## config.mk

```make
export PLATFORM = sky130hd
export DESIGN_NAME = actuator_command_gatekeeper
export DESIGN_NICKNAME = d
export VERILOG_FILES = /design/src/rtl/acg_pkg.sv /design/src/rtl/acg_core.sv /design/src/rtl/acg_resq.sv /design/src/rtl/actuator_command_gatekeeper.sv
export SDC_FILE = /design/constraint.sdc
export NUM_CORES = 1
export LEC_CHECK = 0
export BUFFER_PORTS_ARGS = -buffer_cell sky130_fd_sc_hd__buf_2
export CELL_PAD_IN_SITES_DETAIL_PLACEMENT = 2
export CELL_PAD_IN_SITES_GLOBAL_PLACEMENT = 2
export CORE_MARGIN = 2
export CORE_UTILIZATION = 36
export DETAILED_ROUTE_END_ITERATION = 16
export PLACE_DENSITY = 0.78
export SETUP_SLACK_MARGIN = 0.05
export SYNTH_ARGS = -nofsm -noshare
export SYNTH_HDL_FRONTEND = slang
export SYNTH_SLANG_ARGS = --single-unit
```

## constraint.sdc

```tcl
create_clock -name clk -period 6.5 [get_ports clk]
set_clock_uncertainty 0.05 [all_clocks]
set_input_delay 1.3 -clock clk [delete_from_list [all_inputs] [get_ports clk]]
set_output_delay 1.3 -clock clk [all_outputs]
set_load 0.005 [all_outputs]
```

## src/rtl/acg_pkg.sv

```systemverilog
// ----------------------------------------------------------------------------
// acg_pkg
// Types, codes and field layouts shared by the actuator command gatekeeper.
// ----------------------------------------------------------------------------
package acg_pkg;

  localparam int CFG_AW  = 3;
  localparam int CFG_DW  = 32;
  localparam int IN_DW   = 192;
  localparam int IN_UW   = 4;
  localparam int OUT_DW  = 72;
  localparam int OUT_UW  = 2;
  localparam int Q_DEPTH = 4;
  localparam int Q_AW    = $clog2(Q_DEPTH);
  localparam int Q_CW    = $clog2(Q_DEPTH + 1);

  localparam logic [CFG_AW-1:0] CFG_SOFT_ON    = 3'd0;
  localparam logic [CFG_AW-1:0] CFG_SOFT_MIN   = 3'd1;
  localparam logic [CFG_AW-1:0] CFG_SOFT_MAX   = 3'd2;
  localparam logic [CFG_AW-1:0] CFG_MAX_VEL    = 3'd3;
  localparam logic [CFG_AW-1:0] CFG_MAX_ACC    = 3'd4;
  localparam logic [CFG_AW-1:0] CFG_HOST_TMO   = 3'd5;
  localparam logic [CFG_AW-1:0] CFG_TMO_DIS    = 3'd6;
  localparam logic [CFG_AW-1:0] CFG_STOP_DECEL = 3'd7;

  typedef enum logic [2:0] {
    ST_DISABLED = 3'd0,
    ST_IDLE     = 3'd1,
    ST_COMM     = 3'd2,
    ST_MOVING   = 3'd3,
    ST_VELOCITY = 3'd4,
    ST_STOPPING = 3'd5,
    ST_FAULTED  = 3'd6
  } st_t;

  typedef enum logic [3:0] {
    R_TICK      = 4'd0,
    R_SET_MODE  = 4'd1,
    R_ESTOP     = 4'd2,
    R_RAMP_STOP = 4'd3,
    R_CLEAR     = 4'd4,
    R_MOVE_ABS  = 4'd5,
    R_MOVE_REL  = 4'd6,
    R_RUN_VEL   = 4'd7,
    R_HEARTBEAT = 4'd8,
    R_PING      = 4'd9
  } req_t;

  localparam logic [1:0] K_ACK  = 2'd0;
  localparam logic [1:0] K_ERR  = 2'd1;
  localparam logic [1:0] K_PONG = 2'd2;
  localparam logic [1:0] K_TICK = 2'd3;

  localparam logic [2:0] E_OK      = 3'd0;
  localparam logic [2:0] E_PAYLOAD = 3'd1;
  localparam logic [2:0] E_FAULTED = 3'd2;
  localparam logic [2:0] E_BUSY    = 3'd3;
  localparam logic [2:0] E_STATE   = 3'd4;
  localparam logic [2:0] E_RANGE   = 3'd5;
  localparam logic [2:0] E_UNSUP   = 3'd6;

  localparam logic [2:0] A_NONE     = 3'd0;
  localparam logic [2:0] A_DISABLE  = 3'd1;
  localparam logic [2:0] A_ENABLE   = 3'd2;
  localparam logic [2:0] A_ESTOP    = 3'd3;
  localparam logic [2:0] A_RAMP     = 3'd4;
  localparam logic [2:0] A_MOVE_ABS = 3'd5;
  localparam logic [2:0] A_MOVE_REL = 3'd6;
  localparam logic [2:0] A_RUN_VEL  = 3'd7;

  localparam logic [3:0] F_TIMEOUT = 4'b0001;
  localparam logic [3:0] F_SOFT    = 4'b0010;
  localparam logic [3:0] F_DRIVER  = 4'b0100;
  localparam logic [3:0] F_UNSUP   = 4'b1000;

  localparam logic [7:0] MODE_DISABLED = 8'd0;
  localparam logic [7:0] MODE_POSITION = 8'd1;
  localparam logic [7:0] MODE_VELOCITY = 8'd2;
  localparam logic [7:0] MODE_COMM     = 8'd3;

  typedef struct packed {
    logic               soft_on;
    logic signed [31:0] soft_min;
    logic signed [31:0] soft_max;
    logic [31:0]        max_vel;
    logic [31:0]        max_acc;
    logic [31:0]        host_tmo;
    logic               tmo_dis;
    logic [31:0]        stop_decel;
  } cfg_t;

  typedef struct packed {
    st_t         st;
    logic [7:0]  mode;
    logic        drv;
    logic [3:0]  flt;
    logic [31:0] lht;
  } ast_t;

  typedef struct packed {
    logic [3:0]         rtype;
    logic [15:0]        seq;
    logic               len_ok;
    logic [31:0]        now;
    logic [7:0]         mode;
    logic signed [31:0] pos;
    logic signed [32:0] speed;
    logic [31:0]        accel;
    logic signed [31:0] cur;
    logic               drv_ok;
    logic               active;
  } cmd_t;

  typedef struct packed {
    logic [1:0]  kind;
    logic [2:0]  err;
    logic [15:0] seq;
    logic [2:0]  st;
    logic [7:0]  mode;
    logic        drv;
    logic [3:0]  flt;
    logic [2:0]  action;
    logic [31:0] value;
    logic        last;
  } res_t;

endpackage

```

## src/rtl/acg_core.sv

```systemverilog
// ----------------------------------------------------------------------------
// acg_core
// Decision logic: checks one command or tick against the actuator state and
// configuration, and forms the next state and up to two results.
// ----------------------------------------------------------------------------
module acg_core (
  input  acg_pkg::cfg_t cfg,
  input  acg_pkg::ast_t ast,
  input  acg_pkg::cmd_t cmd,
  output acg_pkg::ast_t ast_nxt,
  output acg_pkg::res_t res0,
  output acg_pkg::res_t res1,
  output logic          two
);
  import acg_pkg::*;

  ast_t        nx;
  logic [2:0]  act;
  logic [2:0]  err;
  logic [1:0]  kind;
  logic [31:0] val;
  logic [15:0] seq;
  logic        drv_err;
  logic [31:0] elapsed;
  logic        vel;
  logic [32:0] rel_sum;
  logic        ovf;
  logic [31:0] tgt;
  logic [31:0] mag;
  logic        soft_bad;
  logic        range_bad;
  logic        busy;

  assign elapsed  = cmd.now - ast.lht;
  assign vel      = (cmd.rtype == R_RUN_VEL);
  assign rel_sum  = {cmd.cur[31], cmd.cur} + {cmd.pos[31], cmd.pos};
  assign ovf      = (cmd.rtype == R_MOVE_REL) && (rel_sum[32] != rel_sum[31]);
  assign tgt      = (cmd.rtype == R_MOVE_REL) ? rel_sum[31:0] : cmd.pos;
  assign mag      = (vel && cmd.speed[31]) ? (~cmd.speed[31:0] + 32'd1) : cmd.speed[31:0];
  assign soft_bad = cfg.soft_on && (($signed(tgt) < $signed(cfg.soft_min)) ||
                                    ($signed(tgt) > $signed(cfg.soft_max)));
  assign range_bad = ovf || (mag == 32'd0) || (cmd.accel == 32'd0) ||
                     (mag > cfg.max_vel) || (cmd.accel > cfg.max_acc);
  assign busy = (ast.st == ST_STOPPING) ||
                (!vel && ast.st == ST_VELOCITY) ||
                (vel && ast.st == ST_MOVING);

  always_comb begin
    nx      = ast;
    act     = A_NONE;
    err     = E_OK;
    kind    = K_ACK;
    val     = '0;
    seq     = cmd.seq;
    drv_err = 1'b0;
    two     = 1'b0;
    if (cmd.rtype == R_TICK) begin
      kind = K_TICK;
      seq  = '0;
      if ((nx.st == ST_MOVING || nx.st == ST_STOPPING) && !cmd.active) begin
        nx.st   = nx.drv ? ST_IDLE : ST_DISABLED;
        nx.mode = nx.drv ? MODE_POSITION : MODE_DISABLED;
      end
      if (nx.st == ST_VELOCITY && cfg.host_tmo != 32'd0 && elapsed > cfg.host_tmo) begin
        nx.flt = nx.flt | F_TIMEOUT;
        if (cfg.tmo_dis) begin
          act     = A_ESTOP;
          nx.drv  = 1'b0;
          nx.mode = MODE_DISABLED;
          nx.st   = ST_FAULTED;
        end else begin
          act     = A_RAMP;
          val     = cfg.stop_decel;
          nx.st   = ST_STOPPING;
          nx.mode = MODE_POSITION;
        end
      end
    end else begin
      nx.lht = cmd.now;
      case (cmd.rtype) inside
        R_SET_MODE: begin
          if (!cmd.len_ok) begin
            err = E_PAYLOAD;
          end else if (ast.st == ST_FAULTED && cmd.mode != MODE_DISABLED) begin
            err = E_FAULTED;
          end else if (ast.st == ST_MOVING || ast.st == ST_VELOCITY ||
                       ast.st == ST_STOPPING) begin
            err = E_BUSY;
          end else begin
            nx.mode = cmd.mode;
            if (cmd.mode == MODE_DISABLED) begin
              nx.drv = 1'b0;
              nx.st  = ST_DISABLED;
              act    = A_DISABLE;
            end else begin
              act = A_ENABLE;
              if (!cmd.drv_ok) begin
                drv_err = 1'b1;
              end else begin
                nx.drv = 1'b1;
                nx.st  = (cmd.mode == MODE_COMM) ? ST_COMM : ST_IDLE;
              end
            end
          end
        end
        R_ESTOP: begin
          if (!cmd.len_ok) begin
            err = E_PAYLOAD;
          end else begin
            act     = A_ESTOP;
            nx.drv  = 1'b0;
            nx.mode = MODE_DISABLED;
            nx.st   = ST_FAULTED;
          end
        end
        R_RAMP_STOP: begin
          if (!cmd.len_ok) begin
            err = E_PAYLOAD;
          end else begin
            act = A_RAMP;
            if (!cmd.drv_ok) begin
              drv_err = 1'b1;
            end else begin
              nx.st   = ST_STOPPING;
              nx.mode = MODE_POSITION;
            end
          end
        end
        R_CLEAR: begin
          if (!cmd.len_ok) begin
            err = E_PAYLOAD;
          end else begin
            nx.flt = '0;
            if (!ast.drv) begin
              nx.st   = ST_DISABLED;
              nx.mode = MODE_DISABLED;
            end else begin
              nx.st = ST_IDLE;
            end
          end
        end
        R_MOVE_ABS, R_MOVE_REL, R_RUN_VEL: begin
          if (!cmd.len_ok) begin
            err = E_PAYLOAD;
          end else if (ast.st == ST_FAULTED) begin
            err = E_FAULTED;
          end else if (!ast.drv) begin
            err = E_STATE;
          end else if (busy) begin
            err = E_BUSY;
          end else if (range_bad) begin
            err = E_RANGE;
          end else if (!vel && soft_bad) begin
            nx.flt = nx.flt | F_SOFT;
            err    = E_RANGE;
          end else begin
            act = (cmd.rtype == R_MOVE_ABS) ? A_MOVE_ABS :
                  (cmd.rtype == R_MOVE_REL) ? A_MOVE_REL : A_RUN_VEL;
            if (!cmd.drv_ok) begin
              drv_err = 1'b1;
            end else begin
              nx.st   = vel ? ST_VELOCITY : ST_MOVING;
              nx.mode = vel ? MODE_VELOCITY : MODE_POSITION;
            end
          end
        end
        R_HEARTBEAT: begin
        end
        R_PING: begin
          if (!cmd.len_ok) begin
            err = E_PAYLOAD;
          end else begin
            two = 1'b1;
          end
        end
        default: begin
          nx.flt = nx.flt | F_UNSUP;
          nx.st  = ST_FAULTED;
          err    = E_UNSUP;
        end
      endcase
      if (drv_err) begin
        nx.flt = nx.flt | F_DRIVER;
        nx.st  = ST_FAULTED;
        err    = E_STATE;
      end
      if (err != E_OK) begin
        kind = K_ERR;
      end
    end

    ast_nxt     = nx;
    res0.kind   = kind;
    res0.err    = err;
    res0.seq    = seq;
    res0.st     = nx.st;
    res0.mode   = nx.mode;
    res0.drv    = nx.drv;
    res0.flt    = nx.flt;
    res0.action = act;
    res0.value  = val;
    res0.last   = !two;
    res1        = res0;
    res1.kind   = K_PONG;
    res1.last   = 1'b1;
  end

endmodule

```

## src/rtl/acg_resq.sv

```systemverilog
// ----------------------------------------------------------------------------
// acg_resq
// Result queue: takes one or two results per cycle and hands them out one
// transfer at a time on the master side of the stream.
// ----------------------------------------------------------------------------
module acg_resq (
  input  logic          clk,
  input  logic          rst_n,
  input  logic          push,
  input  logic          push_two,
  input  acg_pkg::res_t res0,
  input  acg_pkg::res_t res1,
  output logic          room,
  output logic          out_valid,
  input  logic          out_ready,
  output acg_pkg::res_t out_res
);
  import acg_pkg::*;

  res_t            mem_r [Q_DEPTH];
  logic [Q_AW-1:0] wr_r;
  logic [Q_AW-1:0] wr_nxt;
  logic [Q_AW-1:0] rd_r;
  logic [Q_AW-1:0] rd_nxt;
  logic [Q_CW-1:0] cnt_r;
  logic [Q_CW-1:0] cnt_nxt;
  logic [Q_AW-1:0] wr_p1;
  logic            pop;
  logic            push2;

  assign room      = (cnt_r <= Q_CW'(Q_DEPTH - 2));
  assign out_valid = (cnt_r != '0);
  assign out_res   = mem_r[rd_r];
  assign pop       = out_valid && out_ready;
  assign push2     = push && push_two;
  assign wr_p1     = wr_r + Q_AW'(1);

  always_comb begin
    wr_nxt  = wr_r;
    rd_nxt  = rd_r;
    cnt_nxt = cnt_r;
    if (push) begin
      wr_nxt  = push2 ? (wr_r + Q_AW'(2)) : wr_p1;
      cnt_nxt = cnt_nxt + (push2 ? Q_CW'(2) : Q_CW'(1));
    end
    if (pop) begin
      rd_nxt  = rd_r + Q_AW'(1);
      cnt_nxt = cnt_nxt - Q_CW'(1);
    end
  end

  always_ff @(posedge clk) begin
    if (!rst_n) begin
      wr_r  <= '0;
      rd_r  <= '0;
      cnt_r <= '0;
    end else begin
      wr_r  <= wr_nxt;
      rd_r  <= rd_nxt;
      cnt_r <= cnt_nxt;
    end
  end

  always_ff @(posedge clk) begin
    if (push) begin
      mem_r[wr_r] <= res0;
    end
    if (push2) begin
      mem_r[wr_p1] <= res1;
    end
  end

endmodule

```

## src/rtl/actuator_command_gatekeeper.sv

```systemverilog
// ----------------------------------------------------------------------------
// actuator_command_gatekeeper
// Safety gate for a stepper actuator: checks host commands and ticks, keeps
// the actuator state and fault mask, and reports answers and drive actions.
// ----------------------------------------------------------------------------
// An input is registered in the command stage; its results are then written to
// the result queue. Throughput: one input per cycle while the queue has room;
// a ping yields two results and holds the output for two transfers, since the
// result queue has a single read port. Reset (synchronous, rst_n low) clears
// the actuator state, the queue and the configuration registers to their defaults.
// ----------------------------------------------------------------------------
module actuator_command_gatekeeper (
  input  logic                       clk,
  input  logic                       rst_n,
  input  logic                       cfg_we,
  input  logic [acg_pkg::CFG_AW-1:0] cfg_addr,
  input  logic [acg_pkg::CFG_DW-1:0] cfg_wdata,
  input  logic                       in_tvalid,
  output logic                       in_tready,
  // seq_tag, length_ok, now_time, mode_arg, position_arg, speed_arg,
  // accel_arg, current_pos, driver_ok, backend moving flag, zero fill
  input  logic [acg_pkg::IN_DW-1:0]  in_tdata,
  // req_type
  input  logic [acg_pkg::IN_UW-1:0]  in_tuser,
  output logic                       out_tvalid,
  input  logic                       out_tready,
  // error_code, seq_echo, state_now, mode_now, driver_on, fault_mask,
  // drive_action, drive_value, zero fill
  output logic [acg_pkg::OUT_DW-1:0] out_tdata,
  // resp_kind
  output logic [acg_pkg::OUT_UW-1:0] out_tuser,
  output logic                       out_tlast
);
  import acg_pkg::*;

  cfg_t cfg_r;
  cfg_t cfg_nxt;
  ast_t ast_r;
  ast_t ast_nxt;
  cmd_t cmd_r;
  cmd_t cmd_in;
  logic stg_vld_r;
  logic stg_vld_nxt;
  logic room;
  logic adv;
  logic in_acc;
  res_t res0;
  res_t res1;
  logic two;
  res_t q_res;

  assign cmd_in.rtype  = in_tuser;
  assign cmd_in.seq    = in_tdata[15:0];
  assign cmd_in.len_ok = in_tdata[16];
  assign cmd_in.now    = in_tdata[48:17];
  assign cmd_in.mode   = in_tdata[56:49];
  assign cmd_in.pos    = in_tdata[88:57];
  assign cmd_in.speed  = in_tdata[121:89];
  assign cmd_in.accel  = in_tdata[153:122];
  assign cmd_in.cur    = in_tdata[185:154];
  assign cmd_in.drv_ok = in_tdata[186];
  assign cmd_in.active = in_tdata[187];

  assign adv         = stg_vld_r && room;
  assign in_tready   = !stg_vld_r || room;
  assign in_acc      = in_tvalid && in_tready;
  assign stg_vld_nxt = in_acc ? 1'b1 : (adv ? 1'b0 : stg_vld_r);

  always_comb begin
    cfg_nxt = cfg_r;
    if (cfg_we) begin
      unique case (cfg_addr)
        CFG_SOFT_ON:    cfg_nxt.soft_on    = cfg_wdata[0];
        CFG_SOFT_MIN:   cfg_nxt.soft_min   = cfg_wdata;
        CFG_SOFT_MAX:   cfg_nxt.soft_max   = cfg_wdata;
        CFG_MAX_VEL:    cfg_nxt.max_vel    = cfg_wdata;
        CFG_MAX_ACC:    cfg_nxt.max_acc    = cfg_wdata;
        CFG_HOST_TMO:   cfg_nxt.host_tmo   = cfg_wdata;
        CFG_TMO_DIS:    cfg_nxt.tmo_dis    = cfg_wdata[0];
        CFG_STOP_DECEL: cfg_nxt.stop_decel = cfg_wdata;
        default:        cfg_nxt = cfg_r;
      endcase
    end
  end

  always_ff @(posedge clk) begin
    if (!rst_n) begin
      cfg_r.soft_on    <= 1'b0;
      cfg_r.soft_min   <= 32'sh8000_0000;
      cfg_r.soft_max   <= 32'sh7FFF_FFFF;
      cfg_r.max_vel    <= '1;
      cfg_r.max_acc    <= '1;
      cfg_r.host_tmo   <= '0;
      cfg_r.tmo_dis    <= 1'b0;
      cfg_r.stop_decel <= '0;
      ast_r.st         <= ST_DISABLED;
      ast_r.mode       <= MODE_DISABLED;
      ast_r.drv        <= 1'b0;
      ast_r.flt        <= '0;
      ast_r.lht        <= '0;
      stg_vld_r        <= 1'b0;
    end else begin
      cfg_r     <= cfg_nxt;
      stg_vld_r <= stg_vld_nxt;
      if (adv) begin
        ast_r <= ast_nxt;
      end
    end
  end

  always_ff @(posedge clk) begin
    if (in_acc) begin
      cmd_r <= cmd_in;
    end
  end

  acg_core u_core (
    .cfg     (cfg_r),
    .ast     (ast_r),
    .cmd     (cmd_r),
    .ast_nxt (ast_nxt),
    .res0    (res0),
    .res1    (res1),
    .two     (two)
  );

  acg_resq u_resq (
    .clk       (clk),
    .rst_n     (rst_n),
    .push      (adv),
    .push_two  (two),
    .res0      (res0),
    .res1      (res1),
    .room      (room),
    .out_valid (out_tvalid),
    .out_ready (out_tready),
    .out_res   (q_res)
  );

  assign out_tuser = q_res.kind;
  assign out_tlast = q_res.last;
  assign out_tdata = {2'b00, q_res.value, q_res.action, q_res.flt, q_res.drv,
                      q_res.mode, q_res.st, q_res.seq, q_res.err};

endmodule

```

==> flow_summary.ini, run 1 <==
[global_route]
track_usage_pct = 23.78
met3_usage_pct = 3.421
gr-usage-met2_pct = 41.84
antenna_found_initial = 16
grt_max_degree = 102
grt_pass1_wl_um = 194500
grt_pass1_vias = 32280
grt.met1_usage_pct = 29.55
grt_overflow = 0
top_usage_layer = met2

[layout]
area_growth_pct = 19.40
post-route-cell-area_um2 = 44330
post-route-util_pct = 43.44
drive_gt1_share_pct = 19.16
stdcell_count = 5398
fillers = 10730
nets = 4414
seqCellArea_um2 = 19440
multiInputGateArea_um2 = 16560

[place]
gp_congestion = 0.8953
place_area_um2 = 41020
pre_cts_slack_ns = -0.5579
portBuffers = 305
dpl.hpwl_um = 91380
place_inst = 5213

[clock_network]
tritoncts = built
cts_sinks = 735
clock_latency_ns = 0.68
htree_levels = 3
cts.clk_slew.worst_paths_ns = 0.06
cts_root_buf = clkbuf_16
cts_hold_buf = 0
numCtsBuffers = 87
clockBufferDepth = 3

[worst_hold_path]
hold_start = cfg_r[171]
min_path_type = register to register

[setup_path]
setup.worst_path.start_class = register
setup.worst_path.end = u_resq.mem_r[0][49]
crit_slowest_cell = edfxtp_1
cp-end-kind = register
critPathMaxFanout = 5
crit_type = register to register
arrival_ns = 6.65
r2r_end = u_resq.mem_r[0][49]
r2r_cells = 30
slowest_delay_ns = 0.42
crit_start = cmd_r[99]
crit_path_frequent_cell = buf_4
critPathRequiredTime_ns = 6.84
worstReg2RegStart = cmd_r[99]
r2r_slack_ns = 0.19

[logic_synthesis]
synthTopCellsByArea = edfxtp_1 38%, dfxtp_1 14%, ha_1 7.7%, nand2_1 5.4%, mux4_2 4.4%
syn_area_um2 = 37130
ys_warn_count = 0
avgSynthCellArea_um2 = 10.41
ys_seq_area_share_pct = 52.33
yosysUniqueCellTypes = 88
synthesis.instances = 3565
synth_top_area_share_pct = 38.10
ys_async_sr_fraction_pct = 0
synth_largest_area_cell = edfxtp_1
synth_edf_count = 471
ys_ff_latch = 735
synth_flop_cell = edfxtp_1

[sta]
worst_pin_slew_ns = 1.034
period_minus_slack_ns = 6.313
fmax_mhz = 158.4
maxSlewViolCount = 0
slew_headroom_pct = 31.09
hold_viol = 0
finalSetupViolCount = 0
finalSetupTns_ns = 0
fin_crit_sh_pct = 97.13
rsz0062_at_grt = true
setup_ws_ns = 0.1868

[drt]
drtIter0Drc = 1725
wirelength_um = 128400
avgRoutedWirePerCell_um = 23.79
drcViolationCount = 0
ant_nets = 0
vias = 29510
viasPerCell = 5.466
first_pass_iters = 5

[floorplanning]
die_x_um = 325.1
io-pin-count = 313
rows = 117
die_y_um = 325.1
initial_utilization_pct = 36.39
coreArea_um2 = 102000
dieArea_um2 = 105700

[pwr]
power_density_nw_per_um2 = 312.9
ir_worst_vdd_v = 0.0002211
leakage_uw = 0.01753

[run]
maxCapViolations = 0

[outcome]
status = finished clean
[power breakdown]
group,internal (uW),total (uW),switching [uW]
clock network,2810,4850,2040
registers,5390,5670,283
logic,1420,3340,1920
[how the worst min path moves through the flow]
stage / depth (start not counted) / slack [ns] / end
floorplan: 2 / 0.37 / u_resq.mem_r[2][0]
global placement: 2 / 0.39 / u_resq.mem_r[0][0]
detailed placement: 2 / 0.40 / u_resq.mem_r[3][0]
CTS: 2 / 0.41 / ast_r[9]
global route: 2 / 0.42 / cfg_r[171]
finish: 2 / 0.41 / cfg_r[171]
[critical path: cells and delay by family, from the launching register on]
kind / cells / cell delay (ns)
AND/OR/NAND/NOR: 9 / 1.44
AO/OA/AOI/OAI: 12 / 2.28
flip-flops: 1 / 0.42
adder cells (fa/ha/maj): 3 / 0.91
buffers and inverters: 6 / 0.94
[cell usage after synthesis (all sizes together), types with 5 or more instances]
cell type / n
nand2: 534
edfxtp: 471
a21oi: 282
dfxtp: 264
nor2: 258
inv: 239
ha: 229
clkbuf: 167
and3: 143
o21ai: 125
o211ai: 111
mux4: 73
xnor2: 61
nand3: 57
nand4: 50
a21o: 47
nor3: 47
nor4: 31
xor2: 28
and2: 23
nor2b: 22
o21a: 22
a211oi: 21
buf: 19
nand2b: 19
a31oi: 16
o31ai: 16
or3: 14
a22oi: 13
o21bai: 11
mux2i: 9
or2: 9
or4: 9
a41oi: 8
and4: 7
a221oi: 6
nand4b: 6
a211o: 5
a32o: 5
nand3b: 5
nor4b: 5
o2111ai: 5
o22ai: 5
[cell families after synthesis]
family	after synthesis	synth area share (%)
AO/OA/AOI/OAI	751	12.82
XOR/XNOR	89	2.100
adder cells (fa/ha/maj)	232	7.879
buffers and inverters	425	4.351
flip-flops	735	52.33
multiplexers	84	4.742
other	1	0.01010
AND/OR/NAND/NOR	1248	15.77
[timing repair]
item                                    CTS  global route
setup buffers                             3             9
endpoints found under the setup margin   89            89
cloned                                    0             0
gates resized for setup                  18            64
pin swaps                                 3            38
[per-stage QoR]
stage	hold WS, ns	total power [uW]
after floorplan	0.3684	7693
after detailed placement	0.4011	9045
after global placement	0.3892	8873
after global routing	0.4218	14550
final	0.4062	13870
after CTS	0.4084	13970
[layout by cell type, fill, tap and decap left out, types with 24 or more instances in the layout]
master,n
nor2_1,249
and3_1,142
buf_2,304
o21ai_0,104
dfxtp_1,262
nor4_1,24
nand2_1,531
buf_4,166
nand4_1,50
clkbuf_16,89
clkbuf_1,28
edfxtp_1,471
xor2_1,27
o211ai_1,111
nand3_1,54
a21o_1,47
a21oi_1,276
ha_1,223
nor3_1,42
mux4_2,73
xnor2_1,61
inv_1,234
[per-layer routing]
metal / vias to the layer above / wire length (um)
met5: - / 13
met4: 2 / 4719
met3: 218 / 5255
met2: 613 / 64470
met1: 14970 / 53930
li1: 13700 / -
[layout make-up]
class / count / share of cell area [%]
Antenna cell: 12 / 0.06774
Clock buffer: 125 / 5.496
Clock inverter: 36 / 0.8355
Inverter: 239 / 2.041
Multi-Input combinational cell: 2406 / 37.35
Sequential cell: 735 / 43.85
Tap cell: 1368 / 3.861
Timing Repair Buffer: 477 / 6.501
[state kept, by name, indices dropped and copies added (netlist names), named ones only]
name          cells
u_resq.cnt_r      3
u_resq.mem_r    292
u_resq.rd_r       2
ast_r            48
cfg_r           194
stg_vld_r         1
u_resq.wr_r       2
cmd_r           191
(Power assumes the default switching activity.)
==> run 2, diff against run 1 <==
--- a/config.mk
+++ b/config.mk
@@ -10,9 +10,11 @@
 export CELL_PAD_IN_SITES_GLOBAL_PLACEMENT = 2
 export CORE_MARGIN = 2
 export CORE_UTILIZATION = 36
+export CTS_BUF_LIST = sky130_fd_sc_hd__clkbuf_16
 export DETAILED_ROUTE_END_ITERATION = 16
 export PLACE_DENSITY = 0.78
 export SETUP_SLACK_MARGIN = 0.05
 export SYNTH_ARGS = -nofsm -noshare
 export SYNTH_HDL_FRONTEND = slang
 export SYNTH_SLANG_ARGS = --single-unit
+export TNS_END_PERCENT = 100
==> flow_summary.ini, run 2 (synthesis gave the netlist of run 1 again) <==
[global_route]
top_usage_layer = met2
grt.met1_usage_pct = 29.62
grt_pass1_vias = 32320
gr-usage-met2_pct = 41.82
grt_max_degree = 102
met3_usage_pct = 3.287
antenna_found_initial = 17
track_usage_pct = 23.77
grt_overflow = 0
grt_pass1_wl_um = 194500

[sta]
finalSetupViolCount = 0
hold_slack_ns = 0.4070
worst_pin_slew_ns = 1.028
rsz0062_at_grt = true
finalSetupTns_ns = 0
fmax_mhz = 158.1
slew_headroom_pct = 31.45
fin_crit_sh_pct = 97.28
period_minus_slack_ns = 6.323
hold_viol = 0
maxSlewViolCount = 0
setup_ws_ns = 0.1766

[place]
gp_congestion = 0.8953
portBuffers = 305
dpl.hpwl_um = 91380
pre_cts_slack_ns = -0.5579

[floorplanning]
dieArea_um2 = 105700
io-pin-count = 313
die_y_um = 325.1
coreArea_um2 = 102000
die_x_um = 325.1
rows = 117
initial_utilization_pct = 36.39

[drt]
vias = 29450
avgRoutedWirePerCell_um = 23.72
ant_nets = 0
first_pass_iters = 5
viasPerCell = 5.461
drtIter0Drc = 1710
wirelength_um = 127900
drcViolationCount = 0

[layout]
drive_gt1_share_pct = 18.64
layout_common_cells = 533 x nand2_1, 471 x edfxtp_1, 304 x buf_2, 278 x a21oi_1, 263 x inv_1
area_growth_pct = 18.86
post-route-util_pct = 43.25
largest_register = u_resq.mem_r
nets = 4409
largest_register_ffs = 292
reg.largest.list = u_resq.mem_r: 292 flops, cfg_r: 194 flops, cmd_r: 191 flops
final_common_cell = nand2_1

[worst_hold_path]
holdPathEnd = ast_r[28]
whs_path_depth = 2
min_path_type = register to register
hold_start = ast_r[28]

[setup_path]
critPathMaxFanout = 5
r2r_cells = 32
crit_slowest_cell = edfxtp_1
setup.worst_path.start_class = register
slowest_delay_ns = 0.44
worstReg2RegStart = cmd_r[113]
cp-end-kind = register
r2r_end = u_resq.mem_r[0][49]
arrival_ns = 6.66
crit_path_frequent_cell = buf_4
critPathRequiredTime_ns = 6.84
r2r_slack_ns = 0.18
crit_type = register to register

[clock_network]
tritoncts = built
clockBufferDepth = 3
cts_root_buf = clkbuf_16
numCtsBuffers = 87
cts_sinks = 735
htree_levels = 3
cts_hold_buf = 0
cts.clk_slew.worst_paths_ns = 0.06
clock_latency_ns = 0.67

[pwr]
ir_worst_vdd_v = 0.0002491
power_density_nw_per_um2 = 310.8
leakage_uw = 0.01759

[run]
maxCapViolations = 0

[outcome]
status = finished clean
==> run 2: cell types whose count changed in the layout (fill, tap and decap cells not counted), moves of 3 or more <==
| cell | change |
|---|---|
| inv_1 | +29 |
| inv_2 | +4 |
| clkbuf_8 | -7 |
| clkbuf_1 | -28 |
| o21ai_1 | -6 |
| buf_4 | -3 |
| o21ai_0 | +5 |
| clkinv_1 | +3 |
==> run 2: worst max-delay path: cells and delay by family (launching register included) <==
family	cells	cell delay, ns
compound gates	13	2.58
buf+inv	8	1.23
simple gates	9	1.20
fa+ha+maj	2	0.52
flops	1	0.44
==> run 2: power breakdown <==
| part | switching, uW | total [uW] | internal, uW |
|---|---|---|---|
| sequential | 282 | 5670 | 5390 |
| clock | 2050 | 4730 | 2680 |
| combinational | 1910 | 3320 | 1410 |
| total | 4240 | 13700 | 9470 |
==> run 2: what timing repair did <==
| item | CTS | global route |
|---|---|---|
| cloned | 0 | 0 |
| resized for setup | 18 | 42 |
| pin swaps | 3 | 17 |
| endpoints found under the setup margin | 89 | 89 |
| setup buffers | 2 | 5 |
==> run 2: how the worst max path moves through the flow <==
stage / startpoint / endpoint / slack [ns] / cells after the start
final: cmd_r[113] / u_resq.mem_r[0][49] / 0.18 / 32
after global routing: cmd_r[113] / u_resq.mem_r[0][49] / -0.11 / 32
after CTS: cmd_r[2] / u_resq.mem_r[0][41] / 0.04 / 27
after detailed placement: cmd_r[99] / u_resq.mem_r[0][43] / -0.56 / 25
after global placement: cmd_r[99] / u_resq.mem_r[1][45] / -0.34 / 26
after floorplan: in_tvalid / cmd_r[0] / 0.24 / 1
==> run 2: final cells by class <==
class,count,area (um2)
antenna,12,30.03
clock buffer,89,2227
clock inverter,72,505.5
fill,10740,57910
inverter,239,904.6
multi-input combinational,2406,16470
sequential,735,19440
tap,1368,1712
timing repair buffer,472,2836
==> run 2: per-layer routing <==
metal  up-vias  wire length, um
met4         0             4679
met3       217             5137
met1     14920            53900
met5         -                0
li1      13700                -
met2       616            64180
==> run 2: stage by stage <==
stage | cells | power [uW] | cell area, um2
finish | 5393 | 13710 | 44130
global route | 5391 | 14400 | 44120
CTS | 5376 | 13840 | 43830
detailed placement | 5213 | 9045 | 41020
global placement | 5213 | 8873 | 41020
floorplan | 3566 | 7693 | 37130
